[config.mk]
export PLATFORM = sky130hd
export DESIGN_NAME = bsd_lane
export DESIGN_NICKNAME = d
export VERILOG_FILES = /design/src/sv/bsd_pkg.sv /design/src/sv/bsd_fadd.sv /design/src/sv/bsd_lane.sv
export SDC_FILE = /design/constraint.sdc
export NUM_CORES = 2
export LEC_CHECK = 0
export ABC_AREA = 1
export BUFFER_PORTS_ARGS = -buffer_cell sky130_fd_sc_hd__buf_2
export CORE_UTILIZATION = 43
export DETAILED_ROUTE_END_ITERATION = 6
export MAX_ROUTING_LAYER = met4
export SLEW_MARGIN = 20
export SYNTH_ARGS = -nofsm -noshare
export SYNTH_HDL_FRONTEND = slang
export SYNTH_HIERARCHICAL = 1
export SYNTH_SLANG_ARGS = --single-unit
[constraint.sdc]
create_clock -name clk -period 12.8 [get_ports clk]
set_input_delay 2.56 -clock clk [delete_from_list [all_inputs] [get_ports clk]]
set_output_delay 2.56 -clock clk [all_outputs]
set_load 0.02 [all_outputs]
[src/sv/bsd_pkg.sv]
`timescale 1ns / 1ps

package bsd_pkg;

  localparam int BLOCK_ELEMS   = 32;
  localparam int LANES         = 8;
  localparam int ELEMS_PER_LANE = BLOCK_ELEMS / LANES;
  localparam int BYTE_W        = 8;
  localparam int LANE_DATA_W   = ELEMS_PER_LANE * BYTE_W;
  localparam int WORD_W        = 64;
  localparam int F32_W         = 32;
  localparam int F32_MANT      = 23;
  localparam int F32_SIG       = F32_MANT + 1;
  localparam int F32_BIAS_LSB  = 150;   // bias plus fraction width
  localparam int F32_EXP_MAX   = 255;
  localparam int LSB_EXP_MIN   = -149;  // lsb weight of a subnormal

  // exact operand: value = mant * 2^exp
  localparam int EXP_W   = 12;
  localparam int MANT_W  = 2 * F32_SIG;           // room for a 24x24 product
  localparam int ALIGN_W = MANT_W + 3;            // guard bits kept on alignment
  localparam int AL_W    = MANT_W + ALIGN_W;
  localparam int SUM_W   = AL_W + 1;
  localparam int LZ_W    = $clog2(SUM_W);
  localparam int LSUM_W  = 18;                    // exact sum of four int8 products

  localparam logic [F32_W-1:0] F32_QNAN = 32'h7FC0_0000;
  localparam logic [F32_W-1:0] F32_ZERO = 32'h0000_0000;

  typedef struct packed {
    logic             nan;
    logic             inf;
    logic             zero;
    logic             sign;
    logic [EXP_W-1:0] exp;
    logic [MANT_W-1:0] mant;
  } fop_t;

  typedef struct packed {
    logic nan;
    logic inf;
    logic inf_sign;
    logic both_zero;
    logic zero_sign;
  } fspec_t;

  // neutral addend: -0 leaves every value, signed zeros included, unchanged
  localparam fop_t FOP_NEG_ZERO = '{nan: 1'b0, inf: 1'b0, zero: 1'b1, sign: 1'b1,
                                    exp: '0, mant: '0};

  typedef enum logic [2:0] {
    ST_IDLE,
    ST_PROD,
    ST_SCALE,
    ST_SCALE_WAIT,
    ST_LANES,
    ST_LANE_WAIT,
    ST_MERGE,
    ST_MERGE_WAIT
  } bsd_state_t;

  typedef enum logic [2:0] {
    MS_H0,
    MS_H1,
    MS_H2,
    MS_H3,
    MS_Q0,
    MS_Q1,
    MS_SUM,
    MS_BIAS
  } merge_step_t;

  function automatic fop_t f32_unpack(input logic [F32_W-1:0] b);
    fop_t       r;
    logic [7:0] e;
    logic [F32_MANT-1:0] f;
    e = b[30:23];
    f = b[F32_MANT-1:0];
    r.nan  = (e == 8'hFF) && (f != '0);
    r.inf  = (e == 8'hFF) && (f == '0);
    r.zero = (e == 8'h00) && (f == '0);
    r.sign = b[31];
    if (e == 8'h00) begin
      r.exp = EXP_W'(LSB_EXP_MIN);
    end else begin
      r.exp = EXP_W'({4'b0, e}) - EXP_W'(F32_BIAS_LSB);
    end
    r.mant = MANT_W'({(e != 8'h00), f});
    return r;
  endfunction

endpackage

[src/sv/bsd_fadd.sv]
`timescale 1ns / 1ps

module bsd_fadd import bsd_pkg::*; (
  input  logic             clk,
  input  logic             rst_n,
  input  logic             in_valid,
  input  fop_t             op_a,
  input  fop_t             op_b,
  output logic             out_valid,
  output logic [F32_W-1:0] out_bits
);

  // stage 1: align the smaller-exponent operand, keep a sticky bit
  logic             s1_v_r;
  logic [AL_W-1:0]  s1_big_r, s1_small_r;
  logic             s1_sb_r, s1_ss_r;
  logic [EXP_W-1:0] s1_e_r;
  fspec_t           s1_sp_r;

  logic             a_big;
  fop_t             big_op, small_op;
  logic [EXP_W-1:0] diff, d_u;
  logic [AL_W-1:0]  small_w, small_sh, s1_small_nxt;
  logic             lost;
  fspec_t           sp_nxt;

  always_comb begin
    if (op_b.zero) begin
      a_big = 1'b1;
    end else if (op_a.zero) begin
      a_big = 1'b0;
    end else begin
      a_big = ($signed(op_a.exp) >= $signed(op_b.exp));
    end
    big_op   = a_big ? op_a : op_b;
    small_op = a_big ? op_b : op_a;
    diff     = big_op.exp - small_op.exp;
    d_u      = diff[EXP_W-1] ? '0 : diff;
    small_w  = {small_op.mant, {ALIGN_W{1'b0}}};
    small_sh = small_w >> d_u;
    lost     = ((small_sh << d_u) != small_w);
    s1_small_nxt = small_sh | AL_W'(lost);
    sp_nxt.nan       = op_a.nan || op_b.nan ||
                       (op_a.inf && op_b.inf && (op_a.sign != op_b.sign));
    sp_nxt.inf       = op_a.inf || op_b.inf;
    sp_nxt.inf_sign  = op_a.inf ? op_a.sign : op_b.sign;
    sp_nxt.both_zero = op_a.zero && op_b.zero;
    sp_nxt.zero_sign = op_a.sign && op_b.sign;
  end

  always_ff @(posedge clk) begin
    if (!rst_n) begin
      s1_v_r <= 1'b0;
    end else begin
      s1_v_r <= in_valid;
    end
    s1_big_r   <= {big_op.mant, {ALIGN_W{1'b0}}};
    s1_small_r <= s1_small_nxt;
    s1_sb_r    <= big_op.sign;
    s1_ss_r    <= small_op.sign;
    s1_e_r     <= big_op.exp;
    s1_sp_r    <= sp_nxt;
  end

  // stage 2: signed-magnitude add
  logic             s2_v_r;
  logic [SUM_W-1:0] s2_mag_r, mag_nxt;
  logic             s2_sgn_r, sgn_nxt;
  logic [EXP_W-1:0] s2_e_r;
  fspec_t           s2_sp_r;

  always_comb begin
    if (s1_sb_r == s1_ss_r) begin
      mag_nxt = {1'b0, s1_big_r} + {1'b0, s1_small_r};
      sgn_nxt = s1_sb_r;
    end else if (s1_big_r >= s1_small_r) begin
      mag_nxt = {1'b0, s1_big_r} - {1'b0, s1_small_r};
      sgn_nxt = s1_sb_r;
    end else begin
      mag_nxt = {1'b0, s1_small_r} - {1'b0, s1_big_r};
      sgn_nxt = s1_ss_r;
    end
  end

  always_ff @(posedge clk) begin
    if (!rst_n) begin
      s2_v_r <= 1'b0;
    end else begin
      s2_v_r <= s1_v_r;
    end
    s2_mag_r <= mag_nxt;
    s2_sgn_r <= sgn_nxt;
    s2_e_r   <= s1_e_r;
    s2_sp_r  <= s1_sp_r;
  end

  // stage 3: leading one, result lsb weight and drop count
  logic             s3_v_r;
  logic [SUM_W-1:0] s3_mag_r;
  logic             s3_sgn_r;
  logic [EXP_W-1:0] s3_lexp_r, s3_k_r;
  fspec_t           s3_sp_r;

  logic [LZ_W-1:0]         lead;
  logic signed [EXP_W-1:0] e_lsb, e_msb, lexp_nxt, k_nxt;

  always_comb begin
    lead = '0;
    for (int i = 0; i < SUM_W; i++) begin
      if (s2_mag_r[i]) begin
        lead = LZ_W'(i);
      end
    end
    e_lsb = $signed(s2_e_r) - $signed(EXP_W'(ALIGN_W));
    e_msb = e_lsb + $signed({{(EXP_W-LZ_W){1'b0}}, lead});
    if ((e_msb - $signed(EXP_W'(F32_MANT))) < $signed(EXP_W'(LSB_EXP_MIN))) begin
      lexp_nxt = $signed(EXP_W'(LSB_EXP_MIN));
    end else begin
      lexp_nxt = e_msb - $signed(EXP_W'(F32_MANT));
    end
    k_nxt = lexp_nxt - e_lsb;
  end

  always_ff @(posedge clk) begin
    if (!rst_n) begin
      s3_v_r <= 1'b0;
    end else begin
      s3_v_r <= s2_v_r;
    end
    s3_mag_r  <= s2_mag_r;
    s3_sgn_r  <= s2_sgn_r;
    s3_lexp_r <= lexp_nxt;
    s3_k_r    <= k_nxt;
    s3_sp_r   <= s2_sp_r;
  end

  // stage 4: shift to the result lsb, round to nearest even, pack
  logic [F32_SIG-1:0]      m, mant;
  logic [F32_SIG:0]        mr;
  logic [SUM_W-1:0]        t;
  logic [EXP_W-1:0]        km1;
  logic                    g, st, up;
  logic signed [EXP_W-1:0] lexp2, ebias;
  logic [F32_W-1:0]        bits_nxt;

  always_comb begin
    g   = 1'b0;
    st  = 1'b0;
    km1 = s3_k_r - EXP_W'(1);
    t   = s3_mag_r >> km1;
    if (s3_k_r[EXP_W-1]) begin
      m = F32_SIG'(s3_mag_r << (EXP_W'(0) - s3_k_r));
    end else if (s3_k_r == '0) begin
      m = s3_mag_r[F32_SIG-1:0];
    end else begin
      g  = t[0];
      m  = F32_SIG'(t >> 1);
      st = ((t << km1) != s3_mag_r);
    end
    up = g && (st || m[0]);
    mr = {1'b0, m} + (F32_SIG+1)'(up);
    if (mr[F32_SIG]) begin
      mant  = mr[F32_SIG:1];
      lexp2 = $signed(s3_lexp_r) + $signed(EXP_W'(1));
    end else begin
      mant  = mr[F32_SIG-1:0];
      lexp2 = $signed(s3_lexp_r);
    end
    ebias = mant[F32_MANT] ? (lexp2 + $signed(EXP_W'(F32_BIAS_LSB))) : '0;
    if (s3_sp_r.nan) begin
      bits_nxt = F32_QNAN;
    end else if (s3_sp_r.inf) begin
      bits_nxt = {s3_sp_r.inf_sign, 8'hFF, {F32_MANT{1'b0}}};
    end else if (s3_mag_r == '0) begin
      bits_nxt = s3_sp_r.both_zero ? {s3_sp_r.zero_sign, {(F32_W-1){1'b0}}} : F32_ZERO;
    end else if (ebias >= $signed(EXP_W'(F32_EXP_MAX))) begin
      bits_nxt = {s3_sgn_r, 8'hFF, {F32_MANT{1'b0}}};
    end else begin
      bits_nxt = {s3_sgn_r, ebias[7:0], mant[F32_MANT-1:0]};
    end
  end

  always_ff @(posedge clk) begin
    if (!rst_n) begin
      out_valid <= 1'b0;
    end else begin
      out_valid <= s3_v_r;
    end
    out_bits <= bits_nxt;
  end

endmodule

[src/sv/bsd_lane.sv]
`timescale 1ns / 1ps

module bsd_lane import bsd_pkg::*; (
  input  logic                   clk,
  input  logic                   rst_n,
  input  logic                   start,
  input  logic                   clear,
  input  logic [LANE_DATA_W-1:0] act,
  input  logic [LANE_DATA_W-1:0] wgt,
  input  logic [F32_W-1:0]       scale_bits,
  output logic                   done,
  output logic [F32_W-1:0]       acc
);

  logic                     v1_r, v2_r;
  logic signed [LSUM_W-1:0] sum_r, sum_nxt;
  fop_t                     op_r, op_nxt, sc;
  logic [LSUM_W-2:0]        sum_mag;
  logic [F32_W-1:0]         acc_r, add_bits;
  logic                     add_valid;

  // exact int8 dot product of this lane's elements
  always_comb begin
    sum_nxt = '0;
    for (int i = 0; i < ELEMS_PER_LANE; i++) begin
      sum_nxt = sum_nxt + LSUM_W'($signed(act[BYTE_W*i +: BYTE_W]) *
                                  $signed(wgt[BYTE_W*i +: BYTE_W]));
    end
  end

  // exact product of the integer sum and the scale
  always_comb begin
    sc          = f32_unpack(scale_bits);
    sum_mag     = sum_r[LSUM_W-1] ? (LSUM_W-1)'(-sum_r) : sum_r[LSUM_W-2:0];
    op_nxt.nan  = sc.nan || (sc.inf && (sum_r == '0));
    op_nxt.inf  = sc.inf;
    op_nxt.zero = sc.zero || (sum_r == '0);
    op_nxt.sign = sum_r[LSUM_W-1] ^ sc.sign;
    op_nxt.exp  = sc.exp;
    op_nxt.mant = MANT_W'(sum_mag * sc.mant[F32_SIG-1:0]);
  end

  always_ff @(posedge clk) begin
    if (!rst_n) begin
      v1_r  <= 1'b0;
      v2_r  <= 1'b0;
      acc_r <= F32_ZERO;
    end else begin
      v1_r <= start;
      v2_r <= v1_r;
      if (clear) begin
        acc_r <= F32_ZERO;
      end else if (add_valid) begin
        acc_r <= add_bits;
      end
    end
    sum_r <= sum_nxt;
    op_r  <= op_nxt;
  end

  bsd_fadd u_fadd (
    .clk      (clk),
    .rst_n    (rst_n),
    .in_valid (v2_r),
    .op_a     (op_r),
    .op_b     (f32_unpack(acc_r)),
    .out_valid(add_valid),
    .out_bits (add_bits)
  );

  assign done = add_valid;
  assign acc  = acc_r;

endmodule

After elaboration in Yosys (flattened, before gate mapping). Index checks and enable logic that the tools add are counted.

Bits in registers: 552. Input bits: 100. Output and inout port bits: 33. Logic and storage cells: 242.

Add/sub/neg operators: 19. Multiply operators: 5. $lt $le $gt $ge: 4. Equal/unequal tests: 6. Shift-type cells: 5. Muxes and demuxes: 125. Bitwise logic cells: 3. Reductions and logical operators: 31.

Operator list (count): 7-bit two-way mux (36); 100-bit two-way mux (2); 6-bit two-way mux (32); 61-bit two-way mux (2); 92-bit by 99-bit adder with 100-bit output (1); 100-bit logical NOT (1); 100-bit inequality test (1); 100-bit by 12-bit << shifter with 100-bit output (1); 100-bit by 12-bit << shifter with 24-bit output (1); 100-bit by 12-bit >> shifter with 100-bit output (1); 92-bit by 99-bit subtractor with 100-bit output (1); 99-bit by 92-bit subtractor with 100-bit output (1); 92-bit by 99-bit >= comparator with 1-bit output (1); 99-bit inequality test (1); 99-bit by 1-bit bitwise OR with 99-bit output (1); 99-bit by 12-bit << shifter with 99-bit output (1); 99-bit by 12-bit >> shifter with 99-bit output (1); 32-bit two-way mux (3); 5-bit two-way mux (16); 24-bit two-way mux (3); 8-bit by 8-bit multiplier with 16-bit output (4); 12-bit two-way mux (4); 23-bit logical NOT (2); 23-bit nonzero test (2); other kinds (37) (79).

Longest topological paths before layout.
Word-level depth: 104. Gate-level depth with buffers: 127. Depth with buffers taken out: 127.

Modules after synthesis. Netlist, hierarchy kept.

Modules (own cells, without submodules): bsd_fadd (times used 1, cells an instance 8775, area an instance 50696.1 um^2); bsd_lane (times used 1, cells an instance 3571, area an instance 28576.2 um^2).

Worst setup path before layout. No wires, ideal clock.

Kind: register to register. Start: reg u_fadd.s2_mag_r[2]. End: reg u_fadd.s3_k_r[10]. Data arrival time: 8560 ps. Data required time: 12728 ps. Path slack: 4169 ps. Stages on the path, launching flop included: 123. Path buffers: 0. Path through: dfxtp_1 inv_1 nand2_1 nand2_1 nand2_1 nand2_1 nand2_1 nand2_1 nand2_1 nand2_1 nand2_1 nand2_1 nand2_1 nand2_1 nand2_1 nand2_1 nand2_1 nand2_1 [87 not listed] nand2_1 nand2_1 a21oi_1 xor2_1 or4_1 ha_1 inv_1 nand2_1 or2_2 fa_1 a31oi_1 o21ai_0 nand3_1 nand2_1 a21oi_1 nor2_1 nor2_1 xor2_1.

Cells in the longest elaborated chain, start to end: 103.

RTL lines: start, declared (line bsd_fadd.sv:67) `logic [SUM_W-1:0] s2_mag_r, mag_nxt;`; start signal, assigned (line bsd_fadd.sv:91) `s2_mag_r <= mag_nxt;`; 2-bit two-way mux * (2 in series) (line bsd_fadd.sv:110) `if (s2_mag_r[i]) begin`; 3-bit two-way mux * (4 in series) (line bsd_fadd.sv:110); 4-bit two-way mux * (8 in series) (line bsd_fadd.sv:110); 5-bit two-way mux * (16 in series) (line bsd_fadd.sv:110); 6-bit two-way mux * (32 in series) (line bsd_fadd.sv:110); 7-bit two-way mux * (36 in series) (line bsd_fadd.sv:110); 12-bit by 8-bit adder with 12-bit output * (line bsd_fadd.sv:115) `e_msb = e_lsb + $signed({{(EXP_W-LZ_W){1'b0}}, lead});`; 12-bit by 6-bit subtractor with 12-bit output * (line bsd_fadd.sv:116, bsd_fadd.sv:119); 12-bit by 9-bit less-than comparator with 1-bit output (line bsd_fadd.sv:116) `if ((e_msb - $signed(EXP_W'(F32_MANT))) < $signed(EXP_W'(LSB_EXP_MIN))) begin`; 12-bit two-way mux * (line bsd_fadd.sv:116); net u_fadd.lexp_nxt[0] (line bsd_fadd.sv:105) `logic signed [EXP_W-1:0] e_lsb, e_msb, lexp_nxt, k_nxt;`; 12-bit subtractor * (line bsd_fadd.sv:121) `k_nxt = lexp_nxt - e_lsb;`; net u_fadd.k_nxt[10] (line bsd_fadd.sv:105); end signal, assigned (line bsd_fadd.sv:133) `s3_k_r <= k_nxt;`; end, declared (line bsd_fadd.sv:101) `logic [EXP_W-1:0] s3_lexp_r, s3_k_r;`.

The timed path passes the listed nets; every way through them passes the cells marked *. A chain may end at the register's enable or synchronous reset.

==> flow_summary.rst <==
.. list-table::
   :header-rows: 1

   * - Metric
     - Value
   * - Result of the run
     - finished with violations
   * - Violations in the final reports
     - design-rule violations, max-slew violations
   * - Max Freq
     - 92.4 MHz
   * - Synthesized-area fraction occupied by and/or/nand/nor cells
     - 0.256
   * - Share of post-route cells with drive strength above 1
     - 0.0562
   * - Pins over their slew limit
     - 12
   * - Main combinational cell family by area after synthesis
     - simple AND/OR/NAND/NOR gates
   * - GP Congestion
     - 1.11
   * - # fillers
     - 19500
   * - Net count, final
     - 13200
   * - Data arrival, critical path
     - 11.43 ns
   * - Effective utilization at floorplan
     - 0.433
   * - Dpl hpwl
     - 318000 µm
   * - Port buffer count
     - 132
   * - Clock tree from TritonCTS
     - yes
   * - Crit Path Class
     - register to register
   * - Sequential cell area fraction in the yosys report
     - 0.140
   * - Final setup violation count
     - 0
   * - Dominant cell type by area after synthesis
     - fa_1
   * - Cell variety after synth
     - 98
   * - Mean instance size in the synthesized netlist
     - 6.42 µm²
   * - Die outline width
     - 431 µm
   * - Most frequent cells after synthesis
     - nand2_1, inv_1, o21ai_0
   * - Hold Vio Cnt, Final
     - 0
   * - DR WL/cell
     - 26.6 µm
   * - Number of detailed-routing iterations run before antenna repair
     - 7
   * - Residual overflow from global routing
     - 0
   * - Kind of start point of the critical path
     - register
   * - Total Routed Length
     - 388000 µm
   * - Instance count of the mapped netlist
     - 12300
   * - Type of element capturing the critical path
     - register
   * - Post-layout worst setup margin
     - 1.98 ns
   * - Proportion of synthesized area in mux cells
     - 0.0295
   * - Largest clock skew in the final design
     - 0.0538 ns
   * - Maximum Capacitance Violations
     - 0
   * - Seq cells post-synth
     - 556
   * - Antenna violations before repair
     - 48
   * - Setup WS pre-CTS
     - 2.34 ns
   * - Number of buffers added by the clock tree synthesis step
     - 67
   * - Placement Rows
     - 157
   * - Async set or reset register ratio after synthesis
     - 0
   * - Adder and majority gate portion of the synthesized area
     - 0.228
   * - Cell chosen for the clock root
     - clkbuf_16
   * - Buffers & Inverters on Critical Path
     - 6
   * - DRC violations left
     - 7
   * - WP data required
     - 13.41 ns
   * - Clock transition at path regs
     - 0.08 ns
   * - Count of flip-flops with a built-in enable after synthesis
     - 0
   * - Critical path's slowest cell
     - o22ai_1
   * - Post-synthesis to final-layout area growth
     - 5.99%
   * - Die Y-Extent
     - 431 µm
   * - Share of the synthesized area in the top cell type
     - 0.164
   * - Core ar.
     - 0.183 mm²
   * - Pin count of the biggest net entering global routing
     - 144
   * - Critical path's top delay family
     - compound AO/OA/AOI/OAI gates
   * - Shortest period the worst path allows
     - 10.82 ns
   * - H-tree levels
     - 3
   * - Summed instance area of the synthesized netlist
     - 0.0793 mm²
   * - Prevailing post-synth register cell
     - dfxtp_1
   * - Top Ports
     - 133
   * - Post-route fraction of the period consumed by the critical path
     - 0.845
   * - Insertion delay to the later sink of the worst-skew pair
     - 0.72 ns
   * - Global-route wire length before repair
     - 559000 µm
   * - Yosys warns
     - 6
   * - Clock Sink Count
     - 556
   * - PostCTS Resize Cnt
     - 0
   * - Ratio of routed vias to standard cells
     - 5.78
   * - Filler-free cell count of the finished design
     - 14600
   * - CTS Buffer Depth
     - 3
   * - Synthesized-area fraction occupied by ao, oa, aoi and oai cells
     - 0.185
   * - Highest net fanout along the worst path
     - 44
   * - Buffers inserted during post-CTS setup optimization
     - 0
   * - Worst Tran Pin Value
     - 1.85 ns
   * - Cell with the most instances after synthesis
     - nand2_1
   * - Number of global-route vias before repair
     - 81200
   * - XOR/XNOR Fraction of Synth Area
     - 0.0257
   * - Overall via count from detail_route
     - 84400
   * - Dominant cells by area after synthesis
     - fa_1, nand2_1, dfxtp_1
   * - Normalized max-slew margin
     - -0.248
   * - Register-to-register path setup slack
     - 1.98 ns
   * - 1st-iter DRT viols
     - 10200
   * - Hold bufs inserted after CTS
     - 0
   * - Setup tns final
     - 0 ns
   * - Cells after DPL
     - 14400
   * - Worst min-delay path category
     - register to register
   * - Library cell appearing most often on the critical path
     - nand2_1
   * - Post-layout util
     - 0.459
   * - Total Die Area
     - 0.186 mm²
   * - Total Routing Usage GR
     - 0.423
   * - Antenna Violating Nets Remaining
     - 0
   * - Peak per-stage delay on the critical path
     - 0.69 ns
   * - RSZ-0062 raised after global routing
     - false
[layout make-up]
cell class | instances | area, µm² | share of cell area
inverter | 2048 | 7750 | 0.0922
sequential | 556 | 11100 | 0.133
clock inverter | 42 | 596 | 0.00709
tap | 2464 | 3080 | 0.0367
antenna | 38 | 95.1 | 0.00113
timing repair buffer | 275 | 1820 | 0.0217
multi-input combinational | 9104 | 57800 | 0.687
clock buffer | 79 | 1780 | 0.0212
[final timing paths]
kind / startpoint / to / cells after the start
worst max-delay path: acc[26] / u_fadd/s1_small_r[0] / 53
worst min-delay path: u_fadd/s1_sp_r[2] / u_fadd/s2_sp_r[2] / 0
worst max register to register: acc[26] / u_fadd/s1_small_r[0] / 53
worst min register to register: u_fadd/s1_sp_r[2] / u_fadd/s2_sp_r[2] / 0
[logic make-up (layout without fill, tap and decap cells)]
kind of cell	Yosys count	after routing
other	1	76
muxes	234	234
adders and majority gates	1057	1057
DFF	556	556
buffers and inverters	2723	2444
xor gates and xnor gates	228	228
and+or+nand+nor	4945	4945
AOI/OAI and AO/OA	2602	2602
[metal layers]
metal,share of wire,global-route usage
met1,0.39,0.509
met2,0.44,0.639
met3,0.083,0.0864
met4,0.081,0.285
met5,0,-
[flip-flops by register name, indices dropped and copies added, names as in the netlist, 5 cells and up]
| name | cells |
|---|---|
| u_fadd/s2_mag_r | 100 |
| u_fadd/s3_mag_r | 100 |
| u_fadd/s1_small_r | 99 |
| op_r | 54 |
| u_fadd/s1_big_r | 48 |
| acc | 32 |
| u_fadd/out_bits | 32 |
| sum_r | 18 |
| u_fadd/s1_e_r | 12 |
| u_fadd/s2_e_r | 12 |
| u_fadd/s3_k_r | 12 |
| u_fadd/s3_lexp_r | 12 |
| u_fadd/s1_sp_r | 5 |
| u_fadd/s2_sp_r | 5 |
| u_fadd/s3_sp_r | 5 |
[cells in the final DEF, fill, tap and decap left out, types with 38 or more instances in the layout]
cell       instances
mux2i_1          233
conb_1            38
nand4_1           59
inv_2             59
nor2_1           953
buf_4            134
fa_1             651
nor3_1            85
a31oi_1           64
nand3_1          349
clkbuf_16         67
buf_2            132
xnor2_1           38
o211ai_1          93
a22oi_1           57
nand2_1         3223
or2_2             49
a21oi_1          476
o21ai_0         1068
o22ai_1           77
diode_2           38
xor2_1           177
nor4_1            85
dfxtp_1          555
o21ai_1          451
ha_1             405
o21a_1            49
inv_1           1959
[worst register-to-register path: cells and delay by family, from the launching register on]
kind | cells | cell delay [ns]
buf+inv | 6 | 1.08
mux | 2 | 0.42
flops | 1 | 0.38
fa+ha+maj | 2 | 0.63
xor+xnor | 1 | 0.19
simple gates | 24 | 3.79
compound gates | 18 | 4.22
[per-stage QoR]
| stage | area (µm²) | hold slack (ns) |
|---|---|---|
| 6_report | 84000 | 0.311 |
| 5_1_grt | 84000 | 0.313 |
| 4_1_cts | 83900 | 0.307 |
| 3_5_place_dp | 81500 | 0.312 |
| 3_3_place_gp | 81500 | 0.310 |
| 2_1_floorplan | 79400 | 0.310 |
Power is not shown: default switching activity piles up to over one toggle a cycle in this logic, so the estimate is an artifact.
